`src/design/jctm_pkg.sv`:
```
// ----------------------------------------------------------------------------
// jctm_pkg
// Shared types, constants and helper functions of the joystick cursor and
// touch mapper.
// ----------------------------------------------------------------------------
package jctm_pkg;

   localparam int MAX_SCREEN_DIM = 4096;
   localparam int DIM_W          = 13;
   localparam int COORD_W        = 12;
   localparam int AXIS_W         = 16;
   localparam int MAG_W          = AXIS_W + 1;
   localparam int DEADZONE_W     = 16;
   localparam int STEP_W         = 12;
   localparam int CSR_DATA_W     = 16;
   localparam int POS_W          = 15;
   localparam int SSTEP_W        = 4;

   localparam logic [DIM_W-1:0]      DEFAULT_W        = 13'd960;
   localparam logic [DIM_W-1:0]      DEFAULT_H        = 13'd540;
   localparam logic [DIM_W-1:0]      MAX_DIM          = 13'(MAX_SCREEN_DIM);
   localparam logic [DEADZONE_W-1:0] DEFAULT_DEADZONE = 16'd8000;
   localparam logic [STEP_W-1:0]     DEFAULT_STEP     = 12'd56;
   localparam logic [COORD_W-1:0]    RESET_COL        = 12'd480;
   localparam logic [COORD_W-1:0]    RESET_ROW        = 12'd270;

   // Full-scale axis value squared.
   localparam longint AXIS_FULL_SQ = 64'd32767 * 64'd32767;

   typedef enum logic [1:0] {
      CSR_SCREEN_WIDTH  = 2'd0,
      CSR_SCREEN_HEIGHT = 2'd1,
      CSR_DEADZONE      = 2'd2,
      CSR_DPAD_STEP     = 2'd3
   } csr_index_type;

   typedef enum logic [2:0] {
      EV_NONE         = 3'd0,
      EV_TOUCH_DOWN   = 3'd1,
      EV_TOUCH_MOVE   = 3'd2,
      EV_TOUCH_UP     = 3'd3,
      EV_BACK_PRESS   = 3'd4,
      EV_BACK_RELEASE = 3'd5,
      EV_MENU_PRESS   = 3'd6,
      EV_MENU_RELEASE = 3'd7
   } event_kind_type;

   typedef struct packed {
      logic signed [AXIS_W-1:0] stick_x;
      logic signed [AXIS_W-1:0] stick_y;
      logic [3:0]               dpad_bits;
      logic                     button_a;
      logic                     button_b;
      logic                     button_start;
   } req_type;

   typedef struct packed {
      logic [2:0]         event_kind;
      logic [COORD_W-1:0] cursor_x;
      logic [COORD_W-1:0] cursor_y;
      logic               last_of_tick;
   } rsp_type;

   typedef struct packed {
      logic [COORD_W-1:0] cursor_col;
      logic [COORD_W-1:0] cursor_row;
      logic [3:0]         prev_dpad;
      logic               touching;
      logic [COORD_W-1:0] last_move_col;
      logic [COORD_W-1:0] last_move_row;
      logic               prev_back;
      logic               prev_menu;
   } state_type;

   typedef struct packed {
      logic [DIM_W-1:0]      eff_width;
      logic [DIM_W-1:0]      eff_height;
      logic [DEADZONE_W-1:0] deadzone;
      logic [STEP_W-1:0]     dpad_step;
   } cfg_type;

   // Events of one tick, oldest in slot 0, plus how many are left.
   typedef struct packed {
      logic [2:0][2:0]    kinds;
      logic [1:0]         count;
      logic [COORD_W-1:0] col;
      logic [COORD_W-1:0] row;
   } grp_type;

   // Effective screen dimension: zero takes the default, large values clip.
   function automatic logic [DIM_W-1:0] eff_dim(input logic [DIM_W-1:0] v,
                                                input logic [DIM_W-1:0] dflt);
      logic [DIM_W-1:0] r;
      r = (v == '0) ? dflt : v;
      if (r > MAX_DIM) r = MAX_DIM;
      return r;
   endfunction

   // Smallest magnitude m with 8*m*m >= t*AXIS_FULL_SQ. Used for constants.
   function automatic logic [MAG_W-1:0] min_mag(input longint t);
      longint lo;
      longint hi;
      longint mid;
      lo = 0;
      hi = 65536;
      for (int i = 0; i < 20; i++) begin
         mid = (lo + hi) >> 1;
         if (lo < hi) begin
            if (64'd8 * mid * mid >= t * AXIS_FULL_SQ) hi = mid;
            else lo = mid + 1;
         end
      end
      return MAG_W'(lo);
   endfunction

   // Magnitude thresholds: odd multiples 1..9 of the half step.
   localparam logic [MAG_W-1:0] THR_1 = min_mag(1);
   localparam logic [MAG_W-1:0] THR_3 = min_mag(3);
   localparam logic [MAG_W-1:0] THR_5 = min_mag(5);
   localparam logic [MAG_W-1:0] THR_7 = min_mag(7);
   localparam logic [MAG_W-1:0] THR_9 = min_mag(9);

endpackage

```
`src/design/jctm_axis.sv`:
```
// ----------------------------------------------------------------------------
// jctm_axis
// Quadratic stick step for one axis, with deadzone, as a signed step -3..4.
// ----------------------------------------------------------------------------
module jctm_axis
   import jctm_pkg::*;
(
   input  logic signed [AXIS_W-1:0]     axis,
   input  logic        [DEADZONE_W-1:0] deadzone,
   output logic signed [SSTEP_W-1:0]    step
);

   logic [MAG_W-1:0]   mag;
   logic [2:0]         cnt_pos;
   logic [2:0]         cnt_neg;
   logic               active;

   always_comb begin
      mag = axis[AXIS_W-1] ? ((~{axis[AXIS_W-1], axis}) + MAG_W'(1))
                           : {1'b0, axis};
      active = (mag != '0) && (mag >= {1'b0, deadzone});
      // The step is the number of half-step thresholds the square crosses;
      // the positive side rounds half up, the negative side counts from THR_3.
      cnt_pos = 3'(mag >= THR_1) + 3'(mag >= THR_3) + 3'(mag >= THR_5)
              + 3'(mag >= THR_7);
      cnt_neg = 3'(mag >= THR_3) + 3'(mag >= THR_5) + 3'(mag >= THR_7)
              + 3'(mag >= THR_9);
      if (!active) begin
         step = '0;
      end else if (axis[AXIS_W-1]) begin
         step = -$signed({1'b0, cnt_neg});
      end else begin
         step = $signed({1'b0, cnt_pos});
      end
   end

endmodule

```
`src/design/jctm_tick.sv`:
```
// ----------------------------------------------------------------------------
// jctm_tick
// One controller poll: new cursor, new state and the ordered event list.
// ----------------------------------------------------------------------------
module jctm_tick
   import jctm_pkg::*;
(
   input  req_type   item,
   input  state_type cur,
   input  cfg_type   cfg,
   output state_type nxt,
   output grp_type   grp
);

   logic signed [SSTEP_W-1:0] step_x;
   logic signed [SSTEP_W-1:0] step_y;
   logic [3:0]                rise;
   logic signed [POS_W-1:0]   px;
   logic signed [POS_W-1:0]   py;
   logic signed [POS_W-1:0]   dstep;
   logic signed [POS_W-1:0]   lim_x;
   logic signed [POS_W-1:0]   lim_y;
   logic [COORD_W-1:0]        cx;
   logic [COORD_W-1:0]        cy;
   logic [1:0]                n;

   jctm_axis u_axis_x (
      .axis     (item.stick_x),
      .deadzone (cfg.deadzone),
      .step     (step_x)
   );

   jctm_axis u_axis_y (
      .axis     (item.stick_y),
      .deadzone (cfg.deadzone),
      .step     (step_y)
   );

   always_comb begin
      rise  = item.dpad_bits & ~cur.prev_dpad;
      dstep = $signed({3'b000, cfg.dpad_step});
      lim_x = $signed({2'b00, cfg.eff_width});
      lim_y = $signed({2'b00, cfg.eff_height});

      px = $signed({3'b000, cur.cursor_col}) + {{(POS_W-SSTEP_W){step_x[SSTEP_W-1]}}, step_x};
      py = $signed({3'b000, cur.cursor_row}) + {{(POS_W-SSTEP_W){step_y[SSTEP_W-1]}}, step_y};
      if (rise[0]) py = py - dstep;
      if (rise[1]) py = py + dstep;
      if (rise[2]) px = px - dstep;
      if (rise[3]) px = px + dstep;

      if (px < 0)           cx = '0;
      else if (px >= lim_x) cx = COORD_W'(cfg.eff_width - DIM_W'(1));
      else                  cx = px[COORD_W-1:0];
      if (py < 0)           cy = '0;
      else if (py >= lim_y) cy = COORD_W'(cfg.eff_height - DIM_W'(1));
      else                  cy = py[COORD_W-1:0];

      nxt            = cur;
      nxt.cursor_col = cx;
      nxt.cursor_row = cy;
      nxt.prev_dpad  = item.dpad_bits;
      nxt.prev_back  = item.button_b;
      nxt.prev_menu  = item.button_start;

      grp.kinds = '0;
      grp.col   = cx;
      grp.row   = cy;
      n         = '0;

      // Touch first, then back, then menu.
      if (item.button_a && !cur.touching) begin
         nxt.touching = 1'b1;
         grp.kinds[n] = EV_TOUCH_DOWN;
         n            = n + 2'd1;
      end else if (item.button_a && cur.touching) begin
         if (cx != cur.last_move_col || cy != cur.last_move_row) begin
            nxt.last_move_col = cx;
            nxt.last_move_row = cy;
            grp.kinds[n]      = EV_TOUCH_MOVE;
            n                 = n + 2'd1;
         end
      end else if (!item.button_a && cur.touching) begin
         nxt.touching = 1'b0;
         grp.kinds[n] = EV_TOUCH_UP;
         n            = n + 2'd1;
      end

      if (item.button_b != cur.prev_back) begin
         grp.kinds[n] = item.button_b ? EV_BACK_PRESS : EV_BACK_RELEASE;
         n            = n + 2'd1;
      end

      if (item.button_start != cur.prev_menu) begin
         grp.kinds[n] = item.button_start ? EV_MENU_PRESS : EV_MENU_RELEASE;
         n            = n + 2'd1;
      end

      if (n == 2'd0) begin
         grp.kinds[0] = EV_NONE;
         n            = 2'd1;
      end
      grp.count = n;
   end

endmodule

```
`src/design/joystick_cursor_touch_mapper.sv`:
```
// ----------------------------------------------------------------------------
// joystick_cursor_touch_mapper
// Maps controller polls to a clamped screen cursor plus touch and key events.
// ----------------------------------------------------------------------------
// Usage: each transfer on the req_ channel is one controller poll (stick
// axes, d-pad bits and three buttons). Every poll produces one to three
// transfers on the rsp_ channel, each carrying an event code and the cursor
// after that poll; the final transfer of a poll has last_of_tick set. A poll
// with no event still yields one transfer with the "none" code.
// An accepted poll is held in the input register, moves into the result
// register once that register is free, and its first result is shown
// from then on.
// Throughput: one result per cycle while rsp_stall is low; the result
// register drains one event per transfer and that sets the rate. The input
// register takes the next poll while results still wait.
// Stalls: while rsp_stall is high the shown result holds; once the input
// register is also full, req_stall rises. Synchronous reset empties both
// registers, restores the power-up register values and centers the cursor.
// Writes to the width or height register recenter the cursor.
// ----------------------------------------------------------------------------
module joystick_cursor_touch_mapper
   import jctm_pkg::*;
(
   input  logic                  clock,
   input  logic                  reset,
   input  logic                  req_valid,
   output logic                  req_stall,
   input  req_type               req_data,
   output logic                  rsp_valid,
   input  logic                  rsp_stall,
   output rsp_type               rsp_data,
   input  logic                  csr_we,
   input  logic [1:0]            csr_index,
   input  logic [CSR_DATA_W-1:0] csr_data
);

   // Configuration registers as written.
   logic [DIM_W-1:0]      width_ff;
   logic [DIM_W-1:0]      height_ff;
   logic [DEADZONE_W-1:0] deadzone_ff;
   logic [STEP_W-1:0]     dpad_step_ff;

   // Cursor and edge-detect state.
   state_type state_ff;
   state_type state_in;

   // Input register and result register.
   logic    in_valid_ff;
   req_type in_data_ff;
   logic    grp_valid_ff;
   grp_type grp_ff;
   grp_type grp_in;

   cfg_type          cfg;
   logic             take;
   logic             grp_free;
   logic             move;
   logic             accept;
   logic [DIM_W-1:0] new_w;
   logic [DIM_W-1:0] new_h;

   always_comb begin
      cfg.eff_width  = eff_dim(width_ff, DEFAULT_W);
      cfg.eff_height = eff_dim(height_ff, DEFAULT_H);
      cfg.deadzone   = deadzone_ff;
      cfg.dpad_step  = dpad_step_ff;
   end

   jctm_tick u_tick (
      .item (in_data_ff),
      .cur  (state_ff),
      .cfg  (cfg),
      .nxt  (state_in),
      .grp  (grp_in)
   );

   // The result register frees up when it is empty or its last event leaves.
   assign take      = grp_valid_ff && !rsp_stall;
   assign grp_free  = !grp_valid_ff || (take && (grp_ff.count == 2'd1));
   assign move      = in_valid_ff && grp_free;
   assign req_stall = in_valid_ff && !move;
   assign accept    = req_valid && !req_stall;

   assign rsp_valid             = grp_valid_ff;
   assign rsp_data.event_kind   = grp_ff.kinds[0];
   assign rsp_data.cursor_x     = grp_ff.col;
   assign rsp_data.cursor_y     = grp_ff.row;
   assign rsp_data.last_of_tick = (grp_ff.count == 2'd1);

   // Effective dimensions as they stand after a size write, for recentering.
   always_comb begin
      new_w = cfg.eff_width;
      new_h = cfg.eff_height;
      if (csr_index == CSR_SCREEN_WIDTH) begin
         new_w = eff_dim(csr_data[DIM_W-1:0], DEFAULT_W);
      end
      if (csr_index == CSR_SCREEN_HEIGHT) begin
         new_h = eff_dim(csr_data[DIM_W-1:0], DEFAULT_H);
      end
   end

   always_ff @(posedge clock) begin
      if (reset) begin
         width_ff     <= DEFAULT_W;
         height_ff    <= DEFAULT_H;
         deadzone_ff  <= DEFAULT_DEADZONE;
         dpad_step_ff <= DEFAULT_STEP;
         state_ff     <= '{cursor_col: RESET_COL, cursor_row: RESET_ROW, default: '0};
         in_valid_ff  <= 1'b0;
         grp_valid_ff <= 1'b0;
      end else begin
         if (accept) begin
            in_valid_ff <= 1'b1;
         end else if (move) begin
            in_valid_ff <= 1'b0;
         end

         if (move) begin
            grp_valid_ff <= 1'b1;
            state_ff     <= state_in;
         end else if (take && (grp_ff.count == 2'd1)) begin
            grp_valid_ff <= 1'b0;
         end

         // Configuration writes only while idle: user rule, not enforced.
         if (csr_we) begin
            unique case (csr_index)
               CSR_SCREEN_WIDTH: begin
                  width_ff            <= csr_data[DIM_W-1:0];
                  state_ff.cursor_col <= new_w[DIM_W-1:1];
                  state_ff.cursor_row <= new_h[DIM_W-1:1];
               end
               CSR_SCREEN_HEIGHT: begin
                  height_ff           <= csr_data[DIM_W-1:0];
                  state_ff.cursor_col <= new_w[DIM_W-1:1];
                  state_ff.cursor_row <= new_h[DIM_W-1:1];
               end
               CSR_DEADZONE:  deadzone_ff  <= csr_data[DEADZONE_W-1:0];
               CSR_DPAD_STEP: dpad_step_ff <= csr_data[STEP_W-1:0];
               default: ;
            endcase
         end
      end
   end

   // Payload registers.
   always_ff @(posedge clock) begin
      if (accept) begin
         in_data_ff <= req_data;
      end
      if (move) begin
         grp_ff <= grp_in;
      end else if (take) begin
         grp_ff.kinds <= {3'(EV_NONE), grp_ff.kinds[2], grp_ff.kinds[1]};
         grp_ff.count <= grp_ff.count - 2'd1;
      end
   end

`ifndef NO_ASSERTIONS
   // A shown result group always holds at least one event.
   a_grp_count: assert property (@(posedge clock) disable iff (reset)
      grp_valid_ff |-> (grp_ff.count != 2'd0))
      else $error("result group valid with no events");

   // Taking a result that is not the last of its poll leaves more to show.
   a_tick_continues: assert property (@(posedge clock) disable iff (reset)
      (take && !rsp_data.last_of_tick) |=> rsp_valid)
      else $error("poll results cut short");

   // The cursor never leaves the effective screen.
   a_cursor_bounds: assert property (@(posedge clock) disable iff (reset)
      ({1'b0, state_ff.cursor_col} < cfg.eff_width) &&
      ({1'b0, state_ff.cursor_row} < cfg.eff_height))
      else $error("cursor outside screen");

   // A poll moves into the result register only when that register is free.
   a_move_free: assert property (@(posedge clock) disable iff (reset)
      (grp_valid_ff && rsp_stall && in_valid_ff) |=> $stable(grp_ff))
      else $error("result group overwritten while stalled");
`endif

endmodule
```
`config.mk`:
```
export PLATFORM = sky130hd
export DESIGN_NAME = joystick_cursor_touch_mapper
export DESIGN_NICKNAME = d
export VERILOG_FILES = /design/src/design/jctm_pkg.sv /design/src/design/jctm_axis.sv /design/src/design/jctm_tick.sv /design/src/design/joystick_cursor_touch_mapper.sv
export SDC_FILE = /design/constraint.sdc
export NUM_CORES = 1
export LEC_CHECK = 0
export BUFFER_PORTS_ARGS = -buffer_cell sky130_fd_sc_hd__buf_2
export CORE_MARGIN = 2
export CORE_UTILIZATION = 55
export DETAILED_ROUTE_END_ITERATION = 6
export PLACE_DENSITY = 0.83
export SYNTH_ARGS = -nofsm -noshare
export SYNTH_HDL_FRONTEND = slang
export SYNTH_SLANG_ARGS = --single-unit
```
`constraint.sdc`:
```
create_clock -name clock -period 34.9 [get_ports clock]
set_input_delay 3.49 -clock clock [delete_from_list [all_inputs] [get_ports clock]]
set_output_delay 3.49 -clock clock [all_outputs]
set_load 0.02 [all_outputs]
```
==> Yosys cells after proc, flatten, opt, wreduce, memory -nomap -nowiden <==
Cells that the tools add are included.
{ "op_classes": {"order_cmp": 24, "n_reduce_logical": 38, "n_div": 0, "multipliers": 0, "bitwise_logic": 5, "eq_ne": 9, "n_shift": 0, "n_mux": 61, "addsub": 27} }
{ "ops": {"columns": ["cell", "count"], "rows": [
  ["two-way mux 13 bit", 10],
  ["two-way mux 24 bit", 5],
  [">= comparator 17 x 15 -> 1 bit (second input constant)", 6],
  ["two-way mux 15 bit", 4],
  ["two-way mux 55 bit", 1],
  ["> comparator 13 bit (second input constant)", 4],
  ["two-way mux 12 bit", 4],
  ["zero test 13 bit", 3],
  ["adder 17 x 1 -> 17 bit (second input constant)", 2],
  [">= comparator 17 x 14 -> 1 bit (second input constant)", 2],
  [">= comparator 17 x 16 -> 1 bit", 2],
  [">= comparator 17 x 16 -> 1 bit (second input constant)", 2],
  ["two-way mux 17 bit", 2],
  ["inverter 17 bit", 2],
  ["nonzero test 17 bit", 2],
  ["adder 15 x 13 -> 15 bit", 2],
  [">= comparator 15 x 14 -> 1 bit", 2],
  ["less-than comparator 15 x 1 -> 1 bit (second input constant)", 2],
  ["subtractor 15 x 13 -> 15 bit", 2],
  ["adder 13 x 4 -> 14 bit", 2],
  ["inequality test 12 bit", 2],
  ["subtractor 12 x 1 -> 12 bit (second input constant)", 2],
  ["two-way mux 11 bit", 2],
  ["bitwise mux 9 bit", 2],
  ["other kinds (30)", 95]
]} }
{ "word_totals": {"romBits": 0, "regBits": 185, "memories": 0, "ramBits": 0, "latchBits": 0} }

==> Longest topological paths before layout <==
Gate-level depths: netlist (run 1).
{ "depth": {"word_depth": 33, "depth_mapped": 68} }

==> Cells and area by module <==
From an unflattened synthesis (run 1), not the netlist that was laid out.
{ "unflattened": {"hier_cells": 2085, "area_unflattened_um2": 16938.7} }
{ "by_module_without_submodules": {"columns": ["module", "cells_each", "area_per_inst_um2", "n_inst"], "rows": [
  ["jctm_tick", 1030, 7317.0, 1],
  ["joystick_cursor_touch_mapper", 725, 7219.4, 1],
  ["jctm_axis", 165, 1201.2, 2]
]} }

==> Worst setup path after synthesis (run 1) <==
No wires, ideal clock.
{ "synth_timing": {"kind": "register -> register", "start": "register in_data_ff[8] (netlist name)", "end": "register grp_ff, in the netlist rsp_data[27], data pin", "stages_incl_launch_ff": 63, "path_slack_ps": 22523, "path_buffers": 4, "arrival_time_ps": 12114, "cell_sequence": "edfxtp_1 clkbuf_1 inv_1 ha_1 or3b_1 buf_2 o31ai_1 xnor2_1 nand2_1 nor3_1 o21ai_0 a2111oi_0 nor2_1 fa_1 ha_1 ha_1 nor2b_1 and2_1 [27 not listed] o21ai_1 a211oi_1 mux2_2 o21ai_0 nor3_1 a2111oi_0 nand4_1 nor4_4 a31oi_1 or2_4 inv_1 ha_1 nand2_1 o21ai_0 nand2_1 nand2_1 a2bb2oi_1 o31ai_2"} }
{ "synth_between": {"elab_chain_len": 33, "elab_cells_between_ends": 55, "classes_between": "add/sub: 13; order compare: 12; eq/ne: 1; mux: 22; bitwise: 1; reduce/logical: 6"} }
{ "synth_rtl": {"columns": ["element", "line", "text"], "rows": [
  ["start, declared", "joystick_cursor_touch_mapper.sv:49", "req_type in_data_ff;"],
  ["start signal, assigned", "joystick_cursor_touch_mapper.sv:149", "in_data_ff <= req_data;"],
  ["inverter 17 bit", "jctm_axis.sv:19", "mag = axis[AXIS_W-1] ? ((~{axis[AXIS_W-1], axis}) + MAG_W'(1))"],
  ["adder 17 x 1 -> 17 bit", "jctm_axis.sv:19", null],
  ["two-way mux 17 bit (*)", "jctm_axis.sv:19", null],
  [">= comparator 17 x 15 -> 1 bit", "jctm_axis.sv:24, jctm_axis.sv:26", null],
  ["adder 1 x 1 -> 2 bit", "jctm_axis.sv:26", "cnt_neg = 3'(mag >= THR_3) + 3'(mag >= THR_5) + 3'(mag >= THR_7)"],
  ["adder 2 x 1 -> 3 bit", "jctm_axis.sv:26", null],
  ["adder 3 x 1 -> 3 bit", "jctm_axis.sv:27", "+ 3'(mag >= THR_9);"],
  ["negation 3 -> 4 bit", "jctm_axis.sv:31", "step = -$signed({1'b0, cnt_neg});"],
  ["[17 not listed]", null, null],
  ["less-than comparator 2 x 3 -> 1 bit (implied by the code) (tied with other cells)", "jctm_tick.sv:95", "grp.kinds[n] = item.button_start ? EV_MENU_PRESS : EV_MENU_RELEASE;"],
  ["logical AND 1 bit (implied by the code) / demux 3 bit (select 2 bit) (equally long branches)", null, null],
  ["two-way mux 3 bit / bitwise mux 9 bit (equally long branches)", "jctm_tick.sv:95, jctm_tick.sv:90", null],
  ["demux 3 bit (select 2 bit) / two-way mux 9 bit (equally long branches)", null, null],
  ["bitwise mux 9 bit", "jctm_tick.sv:95", null],
  ["two-way mux 9 bit", "jctm_tick.sv:94", "if (item.button_start != cur.prev_menu) begin"],
  ["two-way mux 3 bit (*)", "jctm_tick.sv:99", "if (n == 2'd0) begin"],
  ["two-way mux 11 bit (*)", "joystick_cursor_touch_mapper.sv:151", "if (move) begin"],
  ["end signal, assigned", "joystick_cursor_touch_mapper.sv:152", "grp_ff <= grp_in;"],
  ["end, declared", "joystick_cursor_touch_mapper.sv:51", "grp_type grp_ff;"]
]} }
Every way passes the cells marked *; elsewhere a longest branch is shown, timed or not.
A chain may end at the register's enable or synchronous reset.

==> Worst setup path in the final report (run 1) <==
{ "layout_timing": {"start": "register in_data_ff[23] (netlist name)", "end": "register grp_ff, in the netlist rsp_data[27], data pin"} }
{ "layout_between": {"elab_chain_len": 33, "elab_cells_between_ends": 55, "classes_between": "add/sub: 13; order compare: 12; eq/ne: 1; mux: 22; bitwise: 1; reduce/logical: 6"} }
{ "layout_rtl": {"columns": ["element", "line"], "rows": [
  ["inverter 17 bit", "jctm_axis.sv:19"],
  ["adder 17 x 1 -> 17 bit", "jctm_axis.sv:19"],
  ["two-way mux 17 bit (*)", "jctm_axis.sv:19"],
  [">= comparator 17 x 15 -> 1 bit", "jctm_axis.sv:24, jctm_axis.sv:26"],
  ["adder 1 x 1 -> 2 bit", "jctm_axis.sv:26"],
  ["adder 2 x 1 -> 3 bit", "jctm_axis.sv:26"],
  ["adder 3 x 1 -> 3 bit", "jctm_axis.sv:27"],
  ["negation 3 -> 4 bit", "jctm_axis.sv:31"],
  ["[17 not listed]", null],
  ["less-than comparator 2 x 3 -> 1 bit (implied by the code) (tied with other cells)", "jctm_tick.sv:95"],
  ["logical AND 1 bit (implied by the code) / demux 3 bit (select 2 bit) (equally long branches)", null],
  ["two-way mux 3 bit / bitwise mux 9 bit (equally long branches)", "jctm_tick.sv:95, jctm_tick.sv:90"],
  ["demux 3 bit (select 2 bit) / two-way mux 9 bit (equally long branches)", null],
  ["bitwise mux 9 bit", "jctm_tick.sv:95"],
  ["two-way mux 9 bit", "jctm_tick.sv:94"],
  ["two-way mux 3 bit (*)", "jctm_tick.sv:99"],
  ["two-way mux 11 bit (*)", "joystick_cursor_touch_mapper.sv:151"]
]} }
Marked as above.

==> results of run 1 <==
[cell usage in the layout (no fill, tap or decap), types with 46 or more instances in the layout]
master	Yosys	final
nor2_1	148	148
edfxtp_1	73	73
ha_1	137	137
nor3_1	46	46
nand2_1	275	275
xnor2_1	68	68
a21oi_1	134	134
o21ai_0	92	92
dfxtp_1	111	111
mux2i_1	49	49
inv_1	117	117
buf_2	7	90
[per-stage QoR]
stage	hold slack (ns)	instances	setup slack, ns	area [µm²]
final	0.450	2360	20.35	16900
after global routing	0.477	2360	19.22	16900
after CTS	0.454	2360	20.62	16900
after detailed placement	0.443	2328	20.72	16400
after global placement	0.440	2328	20.96	16400
after floorplan	0.431	1955	22.52	15900
[registers in the layout, indices dropped and copies added (netlist names)]
signal        count
in_data_ff       39
deadzone_ff      16
state_ff         55
rsp_data         27
rsp_valid         1
in_valid_ff       1
grp_ff            7
width_ff         13
dpad_step_ff     12
height_ff        13
[metal layers]
layer / share of wire (%) / vias up / wire length [µm]
met5: 0 / - / 0
met3: 7.5 / 142 / 3330
li1: - / 7042 / -
met4: 5.0 / 0 / 2230
met1: 42 / 6857 / 18500
met2: 46 / 613 / 20100
[worst paths after layout]
| path | startpoint | to | slack, ns | depth (start not counted) |
|---|---|---|---|---|
| min | state_ff[30] | state_ff[30] | 0.45 | 2 |
| min reg2reg | state_ff[30] | state_ff[30] | 0.45 | 2 |
| max | in_data_ff[23] | rsp_data[27] | 20.35 | 62 |
| max reg2reg | in_data_ff[23] | rsp_data[27] | 20.35 | 62 |
[final cells by class]
class / instances / area share (%)
clock inverter: 15 / 0.924
clock buffer: 17 / 2.51
multi-input combinational: 1537 / 61.8
inverter: 121 / 2.68
tap: 384 / 2.84
timing repair buffer: 102 / 3.19
sequential: 184 / 26.1
[worst max-delay path: cells and delay by family (launching register included)]
kind,cells,cell delay (ns)
buffers and inverters,5,0.75
AO/OA/AOI/OAI,25,4.90
flip-flops,1,0.49
AND/OR/NAND/NOR,19,4.71
adder cells (fa/ha/maj),9,2.53
XOR/XNOR,3,0.65
multiplexers,1,0.28
[power by group]
| part | switching (W) | leakage [nW] | internal [W] |
|---|---|---|---|
| combinational | 0.000358 | 4.96 | 0.000214 |
| sequential | 0.0000175 | 1.61 | 0.000252 |
| clock | 0.000101 | 0.289 | 0.0000959 |
| total | 0.000477 | 6.86 | 0.000562 |
[logic make-up (layout without fill, tap and decap cells)]
family	after synthesis	after routing	share of synthesized area [%]
muxes	62	62	4.03
and+or+nand+nor	722	722	22.4
buffers and inverters	234	255	6.37
adders and majority gates	148	148	12.2
AOI/OAI and AO/OA	498	498	21.3
DFF	184	184	27.8
xor gates and xnor gates	107	107	5.95
==> results.sh, run 1 <==
export IMPL_status="complete, no violations"
export IMPL_io_buffers=91
export IMPL_synth_seq_cells=184
export IMPL_routed_wl_um=44200
export IMPL_arrival_ns=14.76
export IMPL_yosysUniqueCellTypes=103
export IMPL_clockBufferDepth=2
export IMPL_dr_total_vias=14700
export IMPL_critPathMaxStageDelay_ns=0.56
export IMPL_finalNetCount=2173
export IMPL_yosysMostFrequentCell="nand2_1"
export IMPL_finalCritPeriodShare_pct=41.7
export IMPL_core_um2=28500
export IMPL_cts_tree="done"
export IMPL_synth_top_cell_by_area="dfxtp_1"
export IMPL_synthTopCellsByArea="dfxtp_1 14%, edfxtp_1 14%, ha_1 11%, nand2_1 6.5%, a21oi_1 4.2%"
export IMPL_yosys_warnings=0
export IMPL_hold_viol_final=0
export IMPL_rows=62
export IMPL_max_freq_ghz=0.0687
export IMPL_area_growth_pct=6.63
export IMPL_seq_area_um2=4410
export IMPL_crit_path_top_delay_cell="or4b_1"
export IMPL_slew_headroom_pct=32.8
export IMPL_io_pins=92
export IMPL_drive_gt1_share_pct=10.4
export IMPL_rsz0062_at_grt="no"
export IMPL_synth_area_per_cell_um2=8.12
export IMPL_start_util_pct=55.6
export IMPL_grt_pass1_vias=13800
export IMPL_ctsRootBufferMaster="clkbuf_16"
export IMPL_met2_usage_pct=46.9
export IMPL_drv_slew=0
export IMPL_grt_overflow=0
export IMPL_syn_inst=1955
export IMPL_grtUsageTotal_pct=29.1
export IMPL_via_per_inst=6.21
export IMPL_postCtsHoldBufs=0
export IMPL_worst_pin_slew_ns=1.00
export IMPL_die_y_um=174
export IMPL_finish_utilization_pct=59.3
export IMPL_cap_violations=0
export IMPL_critPathCaptureType="flop"
export IMPL_worstSkewPairLatency_ns=0.46
export IMPL_peakVddDrop_mv=0.0459
export IMPL_antenna_cells=0
export IMPL_h_tree_depth=4
export IMPL_synth_edf_count=73
export IMPL_postCtsResizedCells=0
export IMPL_first_iter_violations=1470
export IMPL_syn_nets=2165
export IMPL_cts_clk_slew_worst_paths_ns=0.08
export IMPL_grt_max_degree=88
export IMPL_synthFlopType="dfxtp_1"
export IMPL_min_period_ns=14.55
export IMPL_gp_congestion=0.998
export IMPL_post_drt_wl_per_cell_um=18.7
export IMPL_yosysTopAreaCellShare_pct=14.0
export IMPL_path_class="reg2reg"
export IMPL_drc=0
export IMPL_seq_area_frac_synth_pct=27.8
export IMPL_fin_skew_ns=0.0120
export IMPL_multi_input_area_um2=10500
export IMPL_grt_busiest_layer="met2"
export IMPL_synth_common_cells="275 x nand2_1, 148 x nor2_1, 137 x ha_1, 134 x a21oi_1, 117 x inv_1"
export IMPL_hp_class="reg2reg"
export IMPL_cp_max_fo=19
export IMPL_first_pass_iters=6
export IMPL_use_met1_pct=37.4
export IMPL_numCtsBuffers=17
export IMPL_ant_nets=0
export IMPL_grt_pass1_wl_um=71000
export IMPL_syn_cell_area_um2=15900
export IMPL_antenna_found_initial=0
export IMPL_power_leakage_nw=6.86
export IMPL_fp_dieW_um=174
export IMPL_die_area_um2=30200
export IMPL_fill_cells=2588
export IMPL_cts_sinks=184
export IMPL_cp_start_kind="flop"
export IMPL_gr_usage_met3_pct=4.94
export IMPL_power_density_nw_per_um2=61.3
export IMPL_worstPathRequired_ns=35.11
export IMPL_dp_hpwl_um=34000
export IMPL_async_flop_share_pct=0
export IMPL_p_total_w=0.00104
export IMPL_finalSetupTns_ns=0
export IMPL_setup_viol=0
export IMPL_post_cts_buffers=0
Note: power is estimated with default switching activity, not from simulation.
==> run 2, diff against run 1 <==
clock period = 13.5 ns   (was 34.9 ns; I/O delays follow)
==> results.sh, run 2 (same netlist as run 1, synthesis figures left out) <==
export IMPL_core_um2=28500
export IMPL_layoutNonFillerInstCount=2389
export IMPL_grt_pass1_wl_um=71400
export IMPL_p_switching_w=0.00131
export IMPL_dp_hpwl_um=33900
export IMPL_first_pass_iters=7
export IMPL_min_period_ns=12.91
export IMPL_path_buf_inv=2
export IMPL_cts_clk_slew_worst_paths_ns=0.08
export IMPL_grtUsageTotal_pct=29.2
export IMPL_gr_usage_met3_pct=4.90
export IMPL_clockPowerShare_pct=17.8
export IMPL_power_density_nw_per_um2=164
export IMPL_dp_cells=2343
export IMPL_rows=62
export IMPL_path_class="reg2reg"
export IMPL_finalCritPeriodShare_pct=95.7
export IMPL_clockBufferDepth=2
export IMPL_cp_max_fo=13
export IMPL_largest_reg_flops=55
export IMPL_fp_dieW_um=174
export IMPL_antenna_found_initial=0
export IMPL_first_iter_violations=1633
export IMPL_worst_pin_slew_ns=1.01
export IMPL_grt_pass1_vias=13800
export IMPL_start_util_pct=55.6
export IMPL_use_met1_pct=37.6
export IMPL_dr_total_vias=14900
export IMPL_die_y_um=174
export IMPL_top_register="state_ff"
export IMPL_final_cell_mix="273 x nand2_1, 148 x nor2_1, 134 x ha_1"
export IMPL_io_buffers=91
export IMPL_hp_class="reg2reg"
export IMPL_drc=16
export IMPL_comb_power_share_pct=57.9
export IMPL_critical_path_most_common_cell="ha_1"
export IMPL_grt_max_degree=92
export IMPL_h_tree_depth=4
export IMPL_finalNetCount=2202
export IMPL_ctsRootBufferMaster="clkbuf_16"
export IMPL_antenna_cells=0
export IMPL_die_area_um2=30200
export IMPL_worstPathRequired_ns=13.82
export IMPL_fill_cells=2499
export IMPL_via_per_inst=6.25
export IMPL_violations="design-rule violations"
export IMPL_p_sw_share_pct=45.9
export IMPL_io_pins=92
export IMPL_hold_viol_final=0
export IMPL_final_common_cell="nand2_1"
export IMPL_grt_overflow=0
export IMPL_post_drt_wl_per_cell_um=19.2
export IMPL_finalSetupTns_ns=0
export IMPL_grt_busiest_layer="met2"
export IMPL_met2_usage_pct=49.0
export IMPL_crit_path_top_delay_cell="or4_4"
export IMPL_p_total_w=0.00286
export IMPL_cp_start_kind="flop"
export IMPL_p_int_w=0.00155
export IMPL_arrival_ns=13.23
export IMPL_r2r_slack_ns=0.59
export IMPL_cts_sinks=184
export IMPL_seqPwrFrac_pct=24.4
export IMPL_gp_congestion=0.996
export IMPL_peakVddDrop_mv=0.108
export IMPL_status="finished, violations left"
export IMPL_cts_tree="done"
export IMPL_critPathCaptureType="flop"
export IMPL_ant_nets=0
export IMPL_routed_wl_um=45800
export IMPL_fin_skew_ns=0.0126
export IMPL_setup_viol=0
export IMPL_drv_slew=0
export IMPL_area_growth_pct=9.81
export IMPL_slew_headroom_pct=32.7
export IMPL_power_leakage_nw=7.07
export IMPL_numCtsBuffers=17
export IMPL_max_freq_ghz=0.0774
export IMPL_worstSkewPairLatency_ns=0.46
export IMPL_place_area_um2=16500
export IMPL_cap_violations=0
export IMPL_critPathMaxStageDelay_ns=0.67
export IMPL_stdcell_area_um2=17400
export IMPL_critPathTopFamily="compound AO/OA/AOI/OAI gates"
export IMPL_finish_utilization_pct=61.1
export IMPL_drive_gt1_share_pct=14.0
## run 2: worst paths after layout
kind,depth (start not counted),from,end
min,2,state_ff[30],state_ff[30]
max,54,in_data_ff[9],rsp_data[25]
min reg2reg,2,state_ff[30],state_ff[30]
max reg2reg,54,in_data_ff[9],rsp_data[25]
## run 2: repair_timing
item / in CTS / in global routing
setup buffers: 1 / 13
hold buffers: 0 / 0
endpoints found under the setup margin: 4 / 33
pin swaps: 2 / 14
gates resized for setup: 10 / 58
## run 2: layout make-up
class | instances | area (µm²) | share of cell area [%]
clock buffers | 18 | 433 | 2.48
flip-flops and latches | 184 | 4410 | 25.3
multi-input cells | 1537 | 10700 | 61.5
well taps | 384 | 480 | 2.76
clock inverters | 14 | 156 | 0.897
repair buffers | 131 | 771 | 4.42
inverters | 121 | 454 | 2.60
## run 2: power groups by stage
stage | registers, W | logic (W) | clock network [W]
6_report | 0.000697 | 0.00165 | 0.000508
3_5_place_dp | 0.000708 | 0.00150 | 0
3_3_place_gp | 0.000706 | 0.00146 | 0
2_1_floorplan | 0.000686 | 0.00113 | 0
4_1_cts | 0.000696 | 0.00153 | 0.000512
5_1_grt | 0.000702 | 0.00180 | 0.000534
## run 2: per-layer routing
layer	part of all wire [%]	vias to the layer above	wire, µm
met2	47	609	21700
li1	-	7125	-
met3	7.6	125	3500
met4	3.8	0	1740
met1	41	7076	18800
met5	0	-	0
## run 2: per-stage QoR
stage	setup WS [ns]	hold slack, ns
2_1_floorplan	1.12	0.431
3_3_place_gp	0.0367	0.440
3_5_place_dp	-0.367	0.443
4_1_cts	0.0529	0.454
5_1_grt	-0.141	0.475
6_report	0.587	0.451
## run 2: worst reg2reg max path, delay by kind of cell, from the launching register on
kind | cells | cell delay [ns]
AO/OA/AOI/OAI | 21 | 4.21
AND/OR/NAND/NOR | 17 | 4.01
adder cells (fa/ha/maj) | 8 | 2.46
XOR/XNOR | 4 | 0.69
multiplexers | 2 | 0.57
flip-flops | 1 | 0.54
buffers and inverters | 2 | 0.28
==> run 3, diff against run 2 <==
CORE_UTILIZATION = 35   (was 55)
PLACE_DENSITY = 0.61   (was 0.83)
==> results.sh, run 3 (same netlist as run 1, synthesis figures left out) <==
export IMPL_max_freq_ghz=0.0774
export IMPL_use_met1_pct=27.1
export IMPL_grt_pass1_vias=13800
export IMPL_fp_dieW_um=217
export IMPL_finish_utilization_pct=39.3
export IMPL_fin_skew_ns=0.0172
export IMPL_die_y_um=217
export IMPL_cp_start_kind="flop"
export IMPL_final_cell_mix="273 x nand2_1, 148 x nor2_1, 137 x ha_1"
export IMPL_numCtsBuffers=17
export IMPL_hp_class="reg2reg"
export IMPL_drive_gt1_share_pct=14.0
export IMPL_postCtsHoldBufs=0
export IMPL_die_area_um2=47100
export IMPL_clockBufferDepth=2
export IMPL_cts_clk_slew_worst_paths_ns=0.07
export IMPL_grt_pass1_wl_um=77600
export IMPL_critPathMaxStageDelay_ns=0.60
export IMPL_rows=78
export IMPL_antenna_cells=0
export IMPL_fill_cells=4597
export IMPL_hold_viol_final=0
export IMPL_first_pass_iters=5
export IMPL_status="complete, no violations"
export IMPL_area_growth_pct=11.4
export IMPL_first_iter_violations=1158
export IMPL_dp_hpwl_um=38800
export IMPL_drc=0
export IMPL_dp_cells=2571
export IMPL_io_pins=92
export IMPL_top_register="state_ff"
export IMPL_gr_usage_met3_pct=2.82
export IMPL_cts_tree="done"
export IMPL_critPathTopFamily="compound AO/OA/AOI/OAI gates"
export IMPL_largest_reg_flops=55
export IMPL_cp_max_fo=13
export IMPL_grt_max_degree=76
export IMPL_dr_total_vias=14800
export IMPL_critPathCaptureType="flop"
export IMPL_p_total_w=0.00285
export IMPL_core_um2=45100
export IMPL_path_class="reg2reg"
export IMPL_met2_usage_pct=35.7
export IMPL_power_density_nw_per_um2=161
export IMPL_grt_overflow=0
export IMPL_place_area_um2=16800
export IMPL_grt_busiest_layer="met2"
export IMPL_crit_path_top_delay_cell="a2111oi_2"
export IMPL_cap_violations=0
export IMPL_finalCritPeriodShare_pct=95.7
export IMPL_start_util_pct=35.2
export IMPL_stdcell_area_um2=17700
export IMPL_worstSkewPairLatency_ns=0.49
export IMPL_slew_headroom_pct=19.7
export IMPL_antenna_found_initial=0
export IMPL_arrival_ns=13.15
export IMPL_setup_viol=0
export IMPL_cts_sinks=184
export IMPL_grtUsageTotal_pct=21.1
export IMPL_min_period_ns=12.92
export IMPL_h_tree_depth=4
export IMPL_final_common_cell="nand2_1"
export IMPL_ctsRootBufferMaster="clkbuf_16"
export IMPL_finalNetCount=2214
export IMPL_ant_nets=0
export IMPL_path_buf_inv=2
export IMPL_io_buffers=91
export IMPL_drv_slew=0
export IMPL_final_setup_worst_slack_ns=0.576
export IMPL_power_leakage_nw=7.10
export IMPL_worstPathRequired_ns=13.73
export IMPL_routed_wl_um=50300
export IMPL_dp_slack_ns=-0.217
export IMPL_critical_path_most_common_cell="ha_1"
export IMPL_post_drt_wl_per_cell_um=19.2
export IMPL_via_per_inst=5.64
export IMPL_peakVddDrop_mv=0.105
export IMPL_gp_congestion=0.939
export IMPL_layoutNonFillerInstCount=2617
export IMPL_worst_pin_slew_ns=1.20
[run 3: cell types whose count changed in the layout (fill, tap and decap cells not counted), moves of 3 or more]
cell	previous run	this run
buf_4	40	53
ha_1	134	137
ha_2	3	0
inv_6	1	4
[run 3: final cells by class]
class / instances / area (µm²) / area share, %
Multi-Input combinational cell: 1537 / 10700 / 60.3
Clock buffer: 19 / 433 / 2.45
Timing Repair Buffer: 143 / 848 / 4.79
Clock inverter: 13 / 134 / 0.756
Inverter: 121 / 454 / 2.57
Tap cell: 600 / 751 / 4.24
Sequential cell: 184 / 4410 / 24.9
[run 3: through the flow]
stage                     setup TNS (ns)  hold slack, ns
after global routing             -0.0328           0.480
final                                  0           0.450
after detailed placement          -0.402           0.443
after floorplan                        0           0.431
after global placement            -0.440           0.436
after CTS                              0           0.453
[run 3: routing by layer]
metal	vias to the layer above	wire length, µm
met5	-	0
met2	377	24000
met4	0	1860
met1	7157	22500
met3	95	1960
li1	7122	-
[run 3: report_power, final]
part           switching [W]  internal, W
logic                0.00100     0.000638
registers          0.0000453     0.000652
clock network       0.000264     0.000246
[run 3: tightest hold or removal path: stages (launching register included)]
cell	delay, ns
dfxtp_1	0.31
nand2_1	0.05
a21oi_1	0.05
[run 3: worst paths after layout]
| kind | from | slack (ns) | to | cells past startpoint |
|---|---|---|---|---|
| min | state_ff[30] | 0.45 | state_ff[30] | 2 |
| max reg2reg | in_data_ff[7] | 0.58 | rsp_data[27] | 56 |
| min reg2reg | state_ff[30] | 0.45 | state_ff[30] | 2 |
| max | in_data_ff[7] | 0.58 | rsp_data[27] | 56 |
[run 3: repair_timing]
action,4_1_cts,5_1_grt
gates resized for setup,8,47
endpoints found under the hold margin,0,0
pin swaps,0,9
buffers inserted,0,14
endpoints found under the setup margin,3,10
